### config.mk
export PLATFORM = sky130hd
export DESIGN_NAME = tpi_mul
export DESIGN_NICKNAME = d
export VERILOG_FILES = /design/src/hdl/tpi_pkg.sv /design/src/hdl/tpi_mul.sv
export SDC_FILE = /design/constraint.sdc
export NUM_CORES = 2
export LEC_CHECK = 0
export ABC_AREA = 1
export BUFFER_PORTS_ARGS = -buffer_cell sky130_fd_sc_hd__buf_2
export CORE_MARGIN = 8
export CORE_UTILIZATION = 65
export CTS_CLUSTER_DIAMETER = 80
export DETAILED_ROUTE_END_ITERATION = 6
export HOLD_SLACK_MARGIN = 0.08
export PLACE_DENSITY = 0.83
export SYNTH_ARGS = -nofsm -noshare
export SYNTH_HDL_FRONTEND = slang
export SYNTH_SLANG_ARGS = --single-unit
### constraint.sdc
create_clock -name clk_i -period 7.05 [get_ports clk_i]
set_clock_uncertainty 0.2 [all_clocks]
set_input_delay 1.41 -clock clk_i [delete_from_list [all_inputs] [get_ports clk_i]]
set_output_delay 1.41 -clock clk_i [all_outputs]
set_load 0.005 [all_outputs]
### src/hdl/tpi_pkg.sv
// tpi_pkg: request/response types, status and register codes and unit widths
// for the table interpolator. No dependencies.
`timescale 1ns / 1ps
package tpi_pkg;

  localparam logic OP_LOAD  = 1'b0;
  localparam logic OP_QUERY = 1'b1;

  typedef logic [1:0] status_t;
  localparam status_t ST_OK    = 2'd0;
  localparam status_t ST_RANGE = 2'd1;
  localparam status_t ST_FEW   = 2'd2;
  localparam status_t ST_SAT   = 2'd3;

  localparam int CFG_IDX_W  = 4;
  localparam int CFG_DATA_W = 32;
  localparam logic [CFG_IDX_W-1:0] REG_POINTS = 4'd0;
  localparam logic [CFG_IDX_W-1:0] REG_DEGREE = 4'd1;

  // magnitude width of quotients and products, limit is 2^47-1 raw
  localparam int MAG_W = 48;
  localparam logic [MAG_W-1:0] LIM_MAG = 48'h7FFF_FFFF_FFFF;
  localparam logic [MAG_W-1:0] ONE_Q16 = 48'h0000_0001_0000;

  typedef struct packed {
    logic               operation;
    logic [7:0]         point_index;
    logic signed [31:0] x_value;
    logic signed [31:0] y_value;
  } tpi_req_t;

  typedef struct packed {
    logic signed [31:0] result_value;
    status_t            status;
  } tpi_rsp_t;

  // result of the divide or multiply unit
  typedef struct packed {
    logic             done;
    logic             sat;
    logic [MAG_W-1:0] mag;
  } tpi_unit_rsp_t;

endpackage

### src/hdl/tpi_mul.sv
// tpi_mul: 48x48 magnitude multiplier, one 16-bit digit of b per cycle,
// result rounded by 16 fraction bits and saturated. Depends on tpi_pkg.
`timescale 1ns / 1ps
module tpi_mul
  import tpi_pkg::*;
(
  input  logic             clk_i,
  input  logic             rst_ni,
  input  logic             start_i,
  input  logic [MAG_W-1:0] a_i,
  input  logic [MAG_W-1:0] b_i,
  output tpi_unit_rsp_t    rsp_o
);

  localparam int DIG_W  = 16;
  localparam int DIGITS = MAG_W / DIG_W;
  localparam int P_W    = 2 * MAG_W;
  localparam int C_W    = $clog2(DIGITS);

  logic             busy_q, done_q;
  logic [C_W-1:0]   cnt_q;
  logic [MAG_W-1:0] a_q, b_q;
  logic [P_W-1:0]   acc_q;
  logic [P_W-1:0]   rnd;
  logic [P_W-DIG_W-1:0] r_full;
  logic [MAG_W+DIG_W-1:0] part;

  assign part = a_q * b_q[MAG_W-1 -: DIG_W];

  always_ff @(posedge clk_i or negedge rst_ni) begin
    if (!rst_ni) begin
      busy_q <= 1'b0;
      done_q <= 1'b0;
      cnt_q  <= '0;
      a_q    <= '0;
      b_q    <= '0;
      acc_q  <= '0;
    end else begin
      done_q <= 1'b0;
      if (start_i) begin
        busy_q <= 1'b1;
        cnt_q  <= '0;
        a_q    <= a_i;
        b_q    <= b_i;
        acc_q  <= '0;
      end else if (busy_q) begin
        // top digit first
        acc_q <= {acc_q[P_W-DIG_W-1:0], {DIG_W{1'b0}}} + P_W'(part);
        b_q   <= {b_q[MAG_W-DIG_W-1:0], {DIG_W{1'b0}}};
        cnt_q <= cnt_q + 1'b1;
        if (cnt_q == C_W'(DIGITS - 1)) begin
          busy_q <= 1'b0;
          done_q <= 1'b1;
        end
      end
    end
  end

  assign rnd    = acc_q + P_W'(32768);
  assign r_full = rnd[P_W-1:DIG_W];

  always_comb begin
    rsp_o.done = done_q;
    rsp_o.sat  = r_full > (P_W-DIG_W)'(LIM_MAG);
    rsp_o.mag  = rsp_o.sat ? LIM_MAG : r_full[MAG_W-1:0];
  end

endmodule

==> flow_metrics.env <==
export IMPL_outcome="finished with violations"
export IMPL_violations="design-rule violations"
export IMPL_max_slew_worst_pin_slew_ns=1.073
export IMPL_clk_root_buffer_cell="sky130_fd_sc_hd__clkbuf_16"
export IMPL_ant_nets=0
export IMPL_slew_violations=0
export IMPL_first_global_vias=37640
export IMPL_critPathLaunchType="flip-flop"
export IMPL_path_buf_inv=6
export IMPL_critical_path_capture_point_type="flip-flop"
export IMPL_crit_reg2reg_capture="acc_q[81]"
export IMPL_drt_wirelength_per_cell_um=22.07
export IMPL_die_width_um=261.7
export IMPL_detail_route_drc_violations=14
export IMPL_timing_hold_worst_class="flip-flop to flip-flop"
export IMPL_synth_top_cells_by_area="sky130_fd_sc_hd__fa_1, sky130_fd_sc_hd__nand2_1, sky130_fd_sc_hd__inv_1"
export IMPL_yosys_register_bits=196
export IMPL_detailed_route_vias_per_instance=5.759
export IMPL_grt_setup_unrepaired="yes"
export IMPL_cp_slowest_cell="sky130_fd_sc_hd__fa_1"
export IMPL_io_pins=149
export IMPL_cts_htree_levels=4
export IMPL_antenna_found_initial=1
export IMPL_layout_drive_gt1_share_pct=6.841
export IMPL_setup_viol=0
export IMPL_initial_utilization_pct=65.36
export IMPL_synth_adder_area_share_pct=40.13
export IMPL_worst_endpoint_arrival_ns=7.15
export IMPL_number_of_i_o_port_buffers=147
export IMPL_period_share_pct=98.42
export IMPL_dominant_combinational_cell_family_by_area_after_synthesis="adder cells"
export IMPL_clkTransAtPathRegs_ns=0.10
export IMPL_post_place_cells=6358
export IMPL_kind_of_critical_path="flip-flop to flip-flop"
export IMPL_seq_area_frac_synth_pct=12.50
export IMPL_synth_top_area_cell="sky130_fd_sc_hd__fa_1"
export IMPL_clk_path_buf_depth=2
export IMPL_synth_top_cell_area_share_pct=35.21
export IMPL_path_delay_family="adder cells"
export IMPL_numClockSinks=196
export IMPL_timing_critical_path_fanout_max=24
export IMPL_setup_reg_to_reg_worst_slack_ns=0.11
export IMPL_finish_net_count=6543
export IMPL_critPathMostFrequentCell="sky130_fd_sc_hd__nand2_1"
export IMPL_synth_xor_area_share_pct=1.876
export IMPL_post_synth_instance_area_mm2=0.03923
export IMPL_num_rows=90
export IMPL_finalInstanceArea_mm2=0.04203
export IMPL_antenna_cells_inserted=0
export IMPL_wl_um=141200
export IMPL_post_synth_most_frequent_cells="sky130_fd_sc_hd__nand2_1, sky130_fd_sc_hd__inv_1, sky130_fd_sc_hd__fa_1"
export IMPL_placement_cell_area_mm2=0.04117
export IMPL_slew_headroom_pct=28.32
export IMPL_die_area_mm2=0.06847
export IMPL_max_freq_mhz=144.1
export IMPL_drt_pass1_iter_count=7
export IMPL_grt_pass1_wl_um=216900
export IMPL_cell_count_of_the_worst_reg_to_reg_path=25
export IMPL_final_min_clock_period_ns=6.938
export IMPL_number_of_buffers_created_by_cts=17
export IMPL_synth_compound_area_share_pct=5.225
export IMPL_yosysMostFrequentCell="sky130_fd_sc_hd__nand2_1"
export IMPL_async_reset_ff_share_pct=100.0
export IMPL_synth_enable_flop_cells=0
export IMPL_cpPeakStageDelay_ns=0.61
export IMPL_placeableCoreArea_mm2=0.06002
export IMPL_detailed_placement_wirelength_estimate_um=112900
export IMPL_clock_latency_ns=0.53
export IMPL_layout_core_utilization_pct=70.03
export IMPL_track_usage_pct=42.07
export IMPL_dr_first_iter_drc_count=4445
export IMPL_timing_max_cap_violations=0
export IMPL_crit_required_ns=7.26
export IMPL_fp_dieH_um=261.7
export IMPL_hold_path_cell_count=2
export IMPL_syn_nets=6487
export IMPL_number_of_fill_cells=4808
export IMPL_synth_lib_cells_used_distinct=37
export IMPL_grt_ovfl_total=0
export IMPL_area_delta_synth_final_pct=7.148
export IMPL_tritoncts="built"
export IMPL_hold_end="cnt_q[1]"
export IMPL_ys_flop_type="sky130_fd_sc_hd__dfrtp_1"
export IMPL_synth_yosys_warnings=0
export IMPL_largest_net_degree_at_the_start_of_global_routing=114
export IMPL_place_gp_congestion=1.109
export IMPL_final_hold_violation_count=0
export IMPL_post_synth_inst_count=5544
export IMPL_simple_gate_portion_of_the_synthesized_area_pct=23.83
export IMPL_worstHoldStart="cnt_q[1]"
export IMPL_synth_mux_area_fraction_pct=0
export IMPL_instances_no_fill=6395
export IMPL_post_synth_cell_area_avg_um2=7.075
export IMPL_r2r_start="b_q[44]"
export IMPL_num_vias=36830
## kinds of logic (layout without fill, tap and decap cells)
group                      count (synthesis)  in the layout
AOI/OAI and AO/OA                        375            375
adders and majority gates                844            844
xor gates and xnor gates                  84             84
other                                      1              1
buffers and inverters                   1703           1772
and+or+nand+nor                         2341           2341
DFF                                      196            196
## through the flow
step / hold slack, ns / worst slack, ns / TNS, ns
after floorplan: 0.2570 / 0.9716 / 0
after global placement: 0.2735 / 0.1632 / 0
after detailed placement: 0.2950 / 0.1586 / 0
after CTS: 0.3187 / 0.08467 / 0
after global routing: 0.3614 / -0.0003459 / -0.0003459
final: 0.3134 / 0.1117 / 0
## registers in the layout (all words and copies together), names as in the netlist
signal	flops
acc_q	96
cnt_q	2
b_q	48
busy_q	1
a_q	48
done_q	1
## repair_timing
item / CTS / global route
hold buffers: 0 / 0
buffers inserted: 0 / 2
hold endpoints to repair: 0 / 0
resized for setup: 0 / 42
endpoints found under the setup margin: 0 / 46
## layout by cell type (no fill, tap or decap), types with 106 or more instances in the layout
| cell | instances |
|---|---|
| sky130_fd_sc_hd__nor2_1 | 345 |
| sky130_fd_sc_hd__o21ai_0 | 153 |
| sky130_fd_sc_hd__nand3_1 | 128 |
| sky130_fd_sc_hd__buf_2 | 145 |
| sky130_fd_sc_hd__inv_1 | 1462 |
| sky130_fd_sc_hd__ha_1 | 151 |
| sky130_fd_sc_hd__dfrtp_1 | 174 |
| sky130_fd_sc_hd__buf_4 | 106 |
| sky130_fd_sc_hd__a21oi_1 | 138 |
| sky130_fd_sc_hd__fa_1 | 690 |
| sky130_fd_sc_hd__nand2_1 | 1708 |
## layer usage
metal / vias to the layer above / part of all wire (%) / GRT usage (%)
li1: 16070 / - / -
met1: 17640 / 37 / 56.11
met2: 2601 / 44 / 65.10
met3: 513 / 12 / 9.792
met4: 2 / 6.2 / 19.82
met5: - / 0.0064 / 0
## worst register-to-register path, cell delays in order (launching register included)
cell                       delay (ns)
sky130_fd_sc_hd__dfrtp_2         0.53
sky130_fd_sc_hd__buf_12          0.24
sky130_fd_sc_hd__nand2_1         0.20
sky130_fd_sc_hd__fa_1            0.55
sky130_fd_sc_hd__inv_1           0.05
sky130_fd_sc_hd__fa_1            0.47
sky130_fd_sc_hd__fa_1            0.55
sky130_fd_sc_hd__fa_1            0.61
sky130_fd_sc_hd__fa_1            0.59
sky130_fd_sc_hd__inv_1           0.06
sky130_fd_sc_hd__fa_1            0.53
sky130_fd_sc_hd__inv_1           0.06
sky130_fd_sc_hd__ha_1            0.42
sky130_fd_sc_hd__nand2_1         0.14
sky130_fd_sc_hd__nor2_1          0.22
sky130_fd_sc_hd__inv_1           0.10
sky130_fd_sc_hd__nor2_1          0.27
sky130_fd_sc_hd__nand2_1         0.09
sky130_fd_sc_hd__inv_1           0.11
sky130_fd_sc_hd__nand3_1         0.14
sky130_fd_sc_hd__nand3b_1        0.18
sky130_fd_sc_hd__nand2_1         0.15
sky130_fd_sc_hd__nand2_1         0.09
sky130_fd_sc_hd__nand2_1         0.05
sky130_fd_sc_hd__nand3_1         0.16
sky130_fd_sc_hd__nand2_1         0.09
## area by class of cell
cell class	count	area [µm²]	share of cell area, %
well taps	782	978.4	2.328
clock buffers	17	425.4	1.012
repair buffers	274	1991	4.736
multi-input cells	3645	27960	66.52
clock inverters	15	242.7	0.5775
flip-flops and latches	196	4932	11.73
inverters	1466	5503	13.09
## how the worst max path moves through the flow
stage	startpoint	endpoint	slack [ns]	cells past startpoint
finish	b_q[44]	acc_q[81]	0.11	25
CTS	a_q[38]	acc_q[46]	0.08	25
global placement	a_q[40]	acc_q[88]	0.16	25
detailed placement	a_q[40]	acc_q[45]	0.16	21
global route	a_q[43]	acc_q[90]	-0.0003	27
floorplan	b_q[38]	acc_q[82]	0.97	30
Power is not shown: default switching activity piles up to over one toggle a cycle in this logic, so the estimate is an artifact.
