[config.mk]
export PLATFORM = sky130hd
export DESIGN_NAME = tpi_div
export DESIGN_NICKNAME = d
export VERILOG_FILES = /design/src/hdl/tpi_pkg.sv /design/src/hdl/tpi_div.sv
export SDC_FILE = /design/constraint.sdc
export NUM_CORES = 1
export LEC_CHECK = 0
export BUFFER_PORTS_ARGS = -buffer_cell sky130_fd_sc_hd__buf_4
export CAP_MARGIN = 20
export CORE_MARGIN = 4
export CORE_UTILIZATION = 25
export DETAILED_ROUTE_END_ITERATION = 8
export MAX_ROUTING_LAYER = met4
export PLACE_DENSITY = 0.41
export SYNTH_ARGS = -nofsm -noshare
export SYNTH_HDL_FRONTEND = slang
export SYNTH_SLANG_ARGS = --single-unit
export TNS_END_PERCENT = 30
[constraint.sdc]
create_clock -name clk_i -period 3 [get_ports clk_i]
set_clock_uncertainty 0.15 [all_clocks]
set_input_delay 0.6 -clock clk_i [delete_from_list [all_inputs] [get_ports clk_i]]
set_output_delay 0.6 -clock clk_i [all_outputs]
set_load 0.005 [all_outputs]
[src/hdl/tpi_pkg.sv]
// tpi_pkg: request/response types, status and register codes and unit widths
// for the table interpolator. No dependencies.
`timescale 1ns / 1ps
package tpi_pkg;

  localparam logic OP_LOAD  = 1'b0;
  localparam logic OP_QUERY = 1'b1;

  typedef logic [1:0] status_t;
  localparam status_t ST_OK    = 2'd0;
  localparam status_t ST_RANGE = 2'd1;
  localparam status_t ST_FEW   = 2'd2;
  localparam status_t ST_SAT   = 2'd3;

  localparam int CFG_IDX_W  = 4;
  localparam int CFG_DATA_W = 32;
  localparam logic [CFG_IDX_W-1:0] REG_POINTS = 4'd0;
  localparam logic [CFG_IDX_W-1:0] REG_DEGREE = 4'd1;

  // magnitude width of quotients and products, limit is 2^47-1 raw
  localparam int MAG_W = 48;
  localparam logic [MAG_W-1:0] LIM_MAG = 48'h7FFF_FFFF_FFFF;
  localparam logic [MAG_W-1:0] ONE_Q16 = 48'h0000_0001_0000;

  typedef struct packed {
    logic               operation;
    logic [7:0]         point_index;
    logic signed [31:0] x_value;
    logic signed [31:0] y_value;
  } tpi_req_t;

  typedef struct packed {
    logic signed [31:0] result_value;
    status_t            status;
  } tpi_rsp_t;

  // result of the divide or multiply unit
  typedef struct packed {
    logic             done;
    logic             sat;
    logic [MAG_W-1:0] mag;
  } tpi_unit_rsp_t;

endpackage

[src/hdl/tpi_div.sv]
// tpi_div: restoring divider, one quotient bit per cycle, rounded Q16.16
// quotient magnitude saturated at the limit. Depends on tpi_pkg.
`timescale 1ns / 1ps
module tpi_div
  import tpi_pkg::*;
(
  input  logic          clk_i,
  input  logic          rst_ni,
  input  logic          start_i,
  input  logic [32:0]   num_i,
  input  logic [32:0]   den_i,
  output tpi_unit_rsp_t rsp_o
);

  localparam int N_W = 50;
  localparam int D_W = 34;
  localparam int R_W = D_W + 1;
  localparam int C_W = $clog2(N_W);

  logic           busy_q, done_q;
  logic [C_W-1:0] cnt_q;
  logic [N_W-1:0] dvd_q, quo_q;
  logic [D_W-1:0] dvs_q;
  logic [R_W-1:0] rem_q;
  logic [R_W-1:0] rem_sh;
  logic           fits;

  assign rem_sh = {rem_q[R_W-2:0], dvd_q[N_W-1]};
  assign fits   = rem_sh >= {1'b0, dvs_q};

  always_ff @(posedge clk_i or negedge rst_ni) begin
    if (!rst_ni) begin
      busy_q <= 1'b0;
      done_q <= 1'b0;
      cnt_q  <= '0;
      dvd_q  <= '0;
      quo_q  <= '0;
      dvs_q  <= '0;
      rem_q  <= '0;
    end else begin
      done_q <= 1'b0;
      if (start_i) begin
        busy_q <= 1'b1;
        cnt_q  <= '0;
        // ((num << 17) + den) / (den << 1) rounds to nearest
        dvd_q  <= {num_i, 17'b0} + {17'b0, den_i};
        dvs_q  <= {den_i, 1'b0};
        rem_q  <= '0;
        quo_q  <= '0;
      end else if (busy_q) begin
        dvd_q <= {dvd_q[N_W-2:0], 1'b0};
        rem_q <= fits ? rem_sh - {1'b0, dvs_q} : rem_sh;
        quo_q <= {quo_q[N_W-2:0], fits};
        cnt_q <= cnt_q + 1'b1;
        if (cnt_q == C_W'(N_W - 1)) begin
          busy_q <= 1'b0;
          done_q <= 1'b1;
        end
      end
    end
  end

  always_comb begin
    rsp_o.done = done_q;
    rsp_o.sat  = quo_q > {2'b0, LIM_MAG};
    rsp_o.mag  = rsp_o.sat ? LIM_MAG : quo_q[MAG_W-1:0];
  end

endmodule

==> reports/metrics.yaml, run 1 <==
antenna_found_initial: 0
viasPerCell: 4.58
post-route-util_pct: 32.1
ios: 119
crit_cells: 10
maxCapViolCount: 0
gr-total-overflow: 0
first_pass_iters: 4
p_per_area_mw_per_mm2: 622
drv_slew: 0
final_cell_mix: "180 x buf_4, 174 x dfrtp_1, 121 x nor2_1"
start_util_pct: 25.5
antenna_left: 0
slowest_stage: "or4_4"
hold_path_class: "input pin to flop"
layout.nets: 1449
r2r_cells: 10
run_status: "complete, no violations"
final-hold-violation-count: 0
ys_types: 68
tightest_slew_ns: 0.653
path_buf_inv: 1
cts_max_level: 4
yosys.area.top_type_share_pct: 40.5
yosys_register_bits: 175
fin_ws_ns: 0.0513
io_buffers: 117
synth.avg_cell_area_um2: 9.11
finalSetupTns_ns: 0
grt_pass1_vias: 8742
syn_inst: 1187
critPathMaxStageDelay_ns: 0.52
seq_area_frac_synth_pct: 40.5
design_area_mm2: 0.0136
wl_um: 28000
drtIter0Drc: 362
yosys.area.top_type: "dfrtp_1"
dp_hpwl_um: 20200
worst_setup_path_end_kind: "flop"
ys.flop_type: "dfrtp_1"
setup_viol: 0
clockBufferDepth: 2
crit_fanout: 5
synthToLayoutAreaGrowth_pct: 25.6
place_congestion: 0.790
fill_cells: 4483
synth_nets: 1309
die_w_um: 216
cp.required_ns: 3.21
max-vdd-ir-drop_uv: 321
place_area_mm2: 0.0127
layout-drive-gt1-share_pct: 20.4
clock.fmax_ghz: 0.339
wl_per_cell_um: 14.6
core-area_mm2: 0.0423
p_total_mw: 8.44
grt_pass1_wl_um: 46800
die_area_mm2: 0.0466
clock_latency_ns: 0.44
cp.arrival_ns: 3.15
synth_edf_count: 0
hold_depth: 3
final_common_cell: "buf_4"
numClockSinks: 175
drc: 0
antennaDiodeCount: 0
critical-path-top-delay-family: "compound AO/OA/AOI/OAI gates"
critical_path_class: "flop to flop"
synth_async_sr_flop_share_pct: 100
cts_tree: "yes"
layout_min_cycle_time_ns: 2.95
die_y_um: 216
slew_headroom_pct: 56.5
synth_area_mm2: 0.0108
place_ws_ns: -0.255
worst_setup_path_start_kind: "flop"
numCtsBuffers: 17
rsz0062_at_grt: "true"
p_leak_nw: 6.76
grt_max_degree: 98
vias: 8773
clkTransAtPathRegs_ns: 0.07
post-route-period-util_pct: 98.3
yosysWarningCount: 0
cp_cell_sequence: "ha_1 -> and3_1 -> buf_4 -> o2111a_1 -> o21ai_4 -> a21o_4 -> a211oi_4 -> nor3_4 -> or4_4 -> a311oi_2"
rows: 75
synthTopCellsByArea: "dfrtp_1 41%, mux2i_1 9.0%, ha_1 5.9%"
clock-root-buffer: "clkbuf_16"
grtUsageTotal_pct: 12.5
## per-layer routing
metal | track usage (%) | vias to the layer above | wire length [um]
met3 | 1.81 | 24 | 675
li1 | - | 4441 | -
met4 | 3.50 | 0 | 374
met5 | - | - | 0
met2 | 19.1 | 107 | 12800
met1 | 17.2 | 4201 | 14100
## power by group
| part | internal [mW] | switching (mW) | total, mW | leakage, nW |
|---|---|---|---|---|
| Clock | 1.17 | 1.06 | 2.23 | 0.273 |
| Combinational | 1.63 | 1.78 | 3.41 | 4.24 |
| Sequential | 2.63 | 0.177 | 2.81 | 2.26 |
## logic make-up after synthesis
family          share of synthesized area (%)
flops                                    40.5
buf+inv                                  4.77
mux                                      9.09
xor+xnor                                 4.46
simple gates                             16.7
fa+ha+maj                                6.27
other cells                            0.0347
compound gates                           18.2
## metrics by stage
stage,hold WS [ns],cells
after global placement,0.363,1879
final,0.236,1917
after detailed placement,0.365,1879
after global routing,0.215,1917
after floorplan,0.154,1187
after CTS,0.202,1916
## worst min-delay path, cell delays in order
cell	delay, ns
buf_4	0.08
nand2_1	0.05
o21ai_0	0.07
## timing repair
item / 4_1_cts / 5_1_grt
setup buffers: 4 / 1
resized for setup: 7 / 39
hold endpoints to repair: 15 / 0
pin swaps: 9 / 14
endpoints found under the setup margin: 30 / 33
hold buffers: 1 / 0
## Yosys cell counts, types with 3 or more instances
| library cell | instances |
|---|---|
| a21oi_2 | 3 |
| nand3_1 | 20 |
| nor2b_1 | 26 |
| dfrtp_1 | 175 |
| nand2b_1 | 51 |
| nor3b_1 | 3 |
| a21boi_0 | 5 |
| xor2_1 | 13 |
| clkbuf_1 | 49 |
| mux2i_1 | 97 |
| o21ai_0 | 88 |
| inv_1 | 54 |
| a41oi_1 | 3 |
| and3_1 | 8 |
| nand4_1 | 11 |
| a21oi_1 | 68 |
| and2_1 | 5 |
| a31oi_1 | 7 |
| a211o_1 | 3 |
| o21bai_1 | 4 |
| or3_1 | 8 |
| nand2_1 | 96 |
| nor3_1 | 14 |
| buf_6 | 3 |
| or2_2 | 3 |
| a21o_1 | 20 |
| a311oi_1 | 10 |
| a211oi_1 | 53 |
| buf_1 | 14 |
| nor2_1 | 121 |
| and4b_1 | 3 |
| xnor2_1 | 42 |
| buf_4 | 3 |
| ha_1 | 51 |
| o211ai_1 | 5 |
| o21a_1 | 6 |
## cell type report
type | count | area, um^2 | share of cell area [%]
timing repair buffer | 194 | 1580 | 11.6
inverter | 54 | 203 | 1.49
tap | 577 | 722 | 5.32
clock buffer | 17 | 425 | 3.13
sequential | 175 | 4380 | 32.3
clock inverter | 15 | 151 | 1.11
multi-input combinational | 885 | 6120 | 45.0
## state kept, by name (all words and copies together) (netlist names)
| register | cells |
|---|---|
| rem_q | 34 |
| dvs_q | 33 |
| busy_q | 1 |
| done_q | 1 |
| quo_q | 50 |
| cnt_q | 6 |
| dvd_q | 50 |
## path summary, 6_finish.rpt
path	from	end	slack, ns
setup / recovery	rem_q[11]	rem_q[29]	0.05
hold / removal	den_i[16]	dvs_q[17]	0.24
setup reg to reg	rem_q[11]	rem_q[29]	0.05
hold reg to reg	dvd_q[0]	dvd_q[0]	0.37
max in group asynchronous	rst_ni	dvd_q[21]	1.44
min in group asynchronous	rst_ni	quo_q[16]	0.55
Note: power is estimated with default switching activity, not from simulation.
==> inputs of run 2 (changes only) <==
--- a/config.mk
+++ b/config.mk
@@ -7,6 +7,7 @@
 export LEC_CHECK = 0
 export BUFFER_PORTS_ARGS = -buffer_cell sky130_fd_sc_hd__buf_4
 export CAP_MARGIN = 20
+export CORE_ASPECT_RATIO = 0.7
 export CORE_MARGIN = 4
 export CORE_UTILIZATION = 25
 export DETAILED_ROUTE_END_ITERATION = 8
==> run 2 against run 1 <==
Effect of this change: worst hold slack lost 0.0037 ns; worst setup slack lost 0.041 ns; sequential power is essentially flat; flip-flop and latch count is the same; clock power is essentially flat; first-iteration DRC count grew 62%; critical path type unchanged; largest cell class unchanged; largest power group unchanged.
==> reports/metrics.yaml, run 2 (same netlist as run 1, synthesis figures left out) <==
run_status: "complete, no violations"
clockBufferDepth: 2
routed-wl-met3_um: 905
maxCapViolCount: 0
grt_max_degree: 88
clkTransAtPathRegs_ns: 0.08
cts_tree: "yes"
final_cell_mix: "205 x buf_4, 173 x dfrtp_1, 121 x nor2_1"
whs_ns: 0.233
antenna_left: 0
rrSetupSlack_ns: 0.01
cts_max_level: 4
p_per_area_mw_per_mm2: 640
post-route-period-util_pct: 99.6
p_total_mw: 8.86
vias: 8734
tightest_slew_ns: 0.534
slew_headroom_pct: 64.4
crit_fanout: 4
core-area_mm2: 0.0425
p_clk_share_pct: 25.3
drtIter0Drc: 587
numCtsBuffers: 17
place_ws_ns: -0.117
viasPerCell: 4.55
p_leak_nw: 6.91
antenna_found_initial: 0
io_buffers: 117
place_area_mm2: 0.0129
setup_viol: 0
hold_depth: 3
switchingPower_mw: 3.12
finalSetupTns_ns: 0
wl_per_cell_um: 15.0
cp.arrival_ns: 3.19
post-route-util_pct: 32.6
final_common_cell: "buf_4"
gr-total-overflow: 0
fin_ws_ns: 0.0108
dp_hpwl_um: 20500
r2r_cells: 11
wl_met2_um: 11600
rsz0062_at_grt: "true"
combPwrFrac_pct: 43.0
ios: 119
clock_latency_ns: 0.45
grt_pass1_vias: 8577
die_w_um: 257
switching_share_pct: 35.2
place_congestion: 0.783
dpl.cell_count: 1872
min_to: "dvs_q[15]"
die_y_um: 182
seq_power_share_pct: 31.6
synthToLayoutAreaGrowth_pct: 28.2
first_pass_iters: 4
grtUsageTotal_pct: 12.7
worst_setup_path_end_kind: "flop"
highest_layer: "met4"
clock-root-buffer: "clkbuf_16"
start_util_pct: 25.4
layout-drive-gt1-share_pct: 22.6
clock.fmax_ghz: 0.335
instances_no_fill: 1918
wl_um: 28800
design_area_mm2: 0.0139
drv_slew: 0
hold_path_class: "input pin to flop"
numClockSinks: 175
worstHoldStart: "den_i[14]"
critical_path_class: "flop to flop"
max-vdd-ir-drop_uv: 335
worst_setup_path_start_kind: "flop"
final-hold-violation-count: 0
reg_top3: "dvd_q: 50 flops, quo_q: 50 flops, rem_q: 34 flops"
fill_cells: 4417
cp.required_ns: 3.20
layout_min_cycle_time_ns: 2.99
die_area_mm2: 0.0467
drc: 0
antennaDiodeCount: 0
grt_pass1_wl_um: 46900
reg2reg_to: "rem_q[29]"
rr_startpoint: "rem_q[0]"
intPower_mw: 5.75
layout.nets: 1475
rows: 63
met1_length_um: 16100
run 2: cell count changes in the layout (fill, tap and decap cells not counted), sizes merged:
cell | before | now
inv | 62 | 57
buf | 193 | 219
clkbuf | 17 | 21
clkinv | 2 | 3
run 2: layer usage:
| layer | up-vias | global-route usage [%] |
|---|---|---|
| met3 | 11 | 2.62 |
| met1 | 4125 | 19.4 |
| met5 | - | - |
| met4 | 0 | 2.09 |
| li1 | 4509 | - |
| met2 | 89 | 17.2 |
run 2: worst max path at each step:
stage	cells past startpoint	to	slack, ns	from
6_report	11	rem_q[29]	0.01	rem_q[0]
3_5_place_dp	12	rem_q[8]	-0.12	dvs_q[1]
2_1_floorplan	10	dvd_q[32]	0.006	num_i[8]
5_1_grt	11	rem_q[29]	-0.12	rem_q[0]
3_3_place_gp	12	rem_q[20]	-0.09	dvs_q[1]
4_1_cts	11	rem_q[29]	-0.02	rem_q[0]
run 2: critical path: stages (launching register included):
cell	delay, ns
dfrtp_1	0.34
inv_1	0.05
ha_2	0.19
fa_2	0.34
nand2b_4	0.16
a21oi_4	0.19
o21ai_4	0.09
a21o_4	0.22
a211oi_4	0.29
nor3_4	0.07
or4_4	0.54
a311oi_2	0.25
run 2: repair_timing:
action                     4_1_cts  5_1_grt
hold buffers                     1        0
hold endpoints to repair        43        0
setup endpoints to repair       27       32
resized for setup               20       39
pin swaps                       14       29
setup buffers                    4        9
run 2: final cells by class:
cell class | count | area [um^2] | area share, %
clock inverters | 11 | 105 | 0.759
multi-input cells | 885 | 6210 | 44.8
flip-flops and latches | 175 | 4380 | 31.7
inverters | 54 | 203 | 1.46
repair buffers | 220 | 1790 | 12.9
well taps | 552 | 691 | 4.99
clock buffers | 21 | 470 | 3.40
run 2: power by group through the flow:
stage	registers, mW	clock network, mW	logic [mW]
final	2.80	2.24	3.81
after global routing	2.84	2.43	4.19
after CTS	2.80	2.33	3.55
after detailed placement	2.84	0	3.42
after global placement	2.84	0	3.43
after floorplan	2.80	0	2.23
==> inputs of run 3 (changes only) <==
--- a/config.mk
+++ b/config.mk
@@ -5,7 +5,7 @@
 export SDC_FILE = /design/constraint.sdc
 export NUM_CORES = 1
 export LEC_CHECK = 0
-export BUFFER_PORTS_ARGS = -buffer_cell sky130_fd_sc_hd__buf_4
+export BUFFER_PORTS_ARGS = -buffer_cell sky130_fd_sc_hd__buf_2
 export CAP_MARGIN = 20
 export CORE_ASPECT_RATIO = 0.7
 export CORE_MARGIN = 4
==> run 3 against run 2 <==
Effect of this change: non-clock buffer count decreased by 3; fmax decreased by 0.37%; clock power increased by 2%; die area unchanged; via count increased by 0.54%; worst hold slack about the same; the flow now finishes with violations (negative setup slack).
==> reports/metrics.yaml, run 3 (same netlist as run 1, synthesis figures left out) <==
cp_cell_sequence: "ha_2 -> fa_2 -> nand2b_4 -> a21oi_4 -> o21ai_4 -> a21o_4 -> a211oi_4 -> nor3_4 -> or4_4 -> a311oi_2"
worst_setup_path_end_kind: "flop"
clock_latency_ns: 0.45
cp.required_ns: 3.20
die_area_mm2: 0.0467
layout-drive-gt1-share_pct: 22.3
die_y_um: 182
fin_ws_ns: -0.000292
slowest_stage: "or4_4"
gr-total-overflow: 0
grtUsageTotal_pct: 12.9
final_cell_mix: "174 x dfrtp_1, 121 x nor2_1, 115 x buf_2"
post-route-period-util_pct: 100
layout.nets: 1472
rows: 63
numClockSinks: 175
reg_top3: "dvd_q: 50 flops, quo_q: 50 flops, rem_q: 34 flops"
worst_setup_path_start_kind: "flop"
antennaDiodeCount: 0
violations: "negative setup slack"
cts_max_level: 4
finalSetupTns_ns: -0.000292
rrSetupSlack_ns: -0.0003
slew_headroom_pct: 26.6
critPathMaxStageDelay_ns: 0.54
dpl.cell_count: 1876
die_w_um: 257
wl_per_cell_um: 15.1
vias: 8781
p_total_mw: 8.61
dp_hpwl_um: 20700
drtIter0Drc: 594
first_pass_iters: 4
cts_tree: "yes"
drv_slew: 0
crit_fanout: 4
final-hold-violation-count: 0
wl_um: 28800
instances_no_fill: 1914
p_per_area_mw_per_mm2: 639
layout_min_cycle_time_ns: 3.00
start_util_pct: 25.4
numCtsBuffers: 17
ios: 119
antenna_found_initial: 0
rsz0062_at_grt: "true"
critical-path-top-delay-family: "compound AO/OA/AOI/OAI gates"
io_buffers: 117
drc: 0
clock.fmax_ghz: 0.333
setup_viol: 1
max-vdd-ir-drop_uv: 457
grt_max_degree: 115
path_buf_inv: 0
critical_path_class: "flop to flop"
design_area_mm2: 0.0135
antenna_left: 0
tightest_slew_ns: 1.09
viasPerCell: 4.59
fill_cells: 4460
maxCapViolCount: 0
clockBufferDepth: 2
run_status: "finished, violations left"
final_common_cell: "dfrtp_1"
clkTransAtPathRegs_ns: 0.07
cp.arrival_ns: 3.20
place_congestion: 0.812
p_leak_nw: 6.83
synthToLayoutAreaGrowth_pct: 24.6
clock-root-buffer: "clkbuf_16"
core-area_mm2: 0.0425
grt_pass1_vias: 8917
place_area_mm2: 0.0126
grt_pass1_wl_um: 47700
hold_path_class: "input pin to flop"
run 3: tightest hold or removal path: cells and delay by family:
kind | cells | cell delay (ns)
simple gates | 1 | 0.05
buf+inv | 1 | 0.07
compound gates | 1 | 0.06
run 3: repair_timing:
action	4_1_cts	5_1_grt
gates resized for setup	16	37
buffers inserted	3	3
pin swaps	7	24
hold buffers	1	0
hold endpoints to repair	48	0
setup endpoints to repair	27	31
run 3: worst paths after layout:
| path | endpoint | from | depth (start not counted) |
|---|---|---|---|
| setup / recovery | rem_q[29] | dvs_q[1] | 10 |
| hold / removal | dvs_q[13] | den_i[12] | 3 |
| setup reg to reg | rem_q[29] | dvs_q[1] | 10 |
| hold reg to reg | dvd_q[0] | dvd_q[0] | 1 |
| max in group asynchronous | quo_q[12] | rst_ni | 3 |
| min in group asynchronous | rem_q[11] | rst_ni | 2 |
run 3: layer usage:
| layer | vias up | global-route usage, % | wire, um |
|---|---|---|---|
| met2 | 98 | 17.8 | 11700 |
| met3 | 18 | 2.77 | 755 |
| met1 | 4176 | 19.2 | 16100 |
| met4 | 0 | 2.79 | 276 |
| met5 | - | - | 0 |
| li1 | 4489 | - | - |
run 3: final cells by class:
class	count	area (um^2)	area share (%)
Timing Repair Buffer	217	1460	10.9
Clock buffer	19	443	3.29
Multi-Input combinational cell	885	6150	45.7
Sequential cell	175	4380	32.5
Inverter	54	203	1.51
Tap cell	552	691	5.13
Clock inverter	12	135	1.00
run 3: report_power, final:
group | internal, mW | switching, mW
registers | 2.63 | 0.175
clock network | 1.25 | 1.03
logic | 1.70 | 1.83
run 3: stage by stage:
stage               hold WS [ns]  worst slack, ns  utilization [%]
finish                     0.232        -0.000292             31.7
global route               0.222           -0.115             31.7
floorplan                  0.154          0.00586                -
detailed placement         0.353           -0.106             29.6
global placement           0.350          -0.0664             29.6
CTS                        0.188          -0.0110             31.2
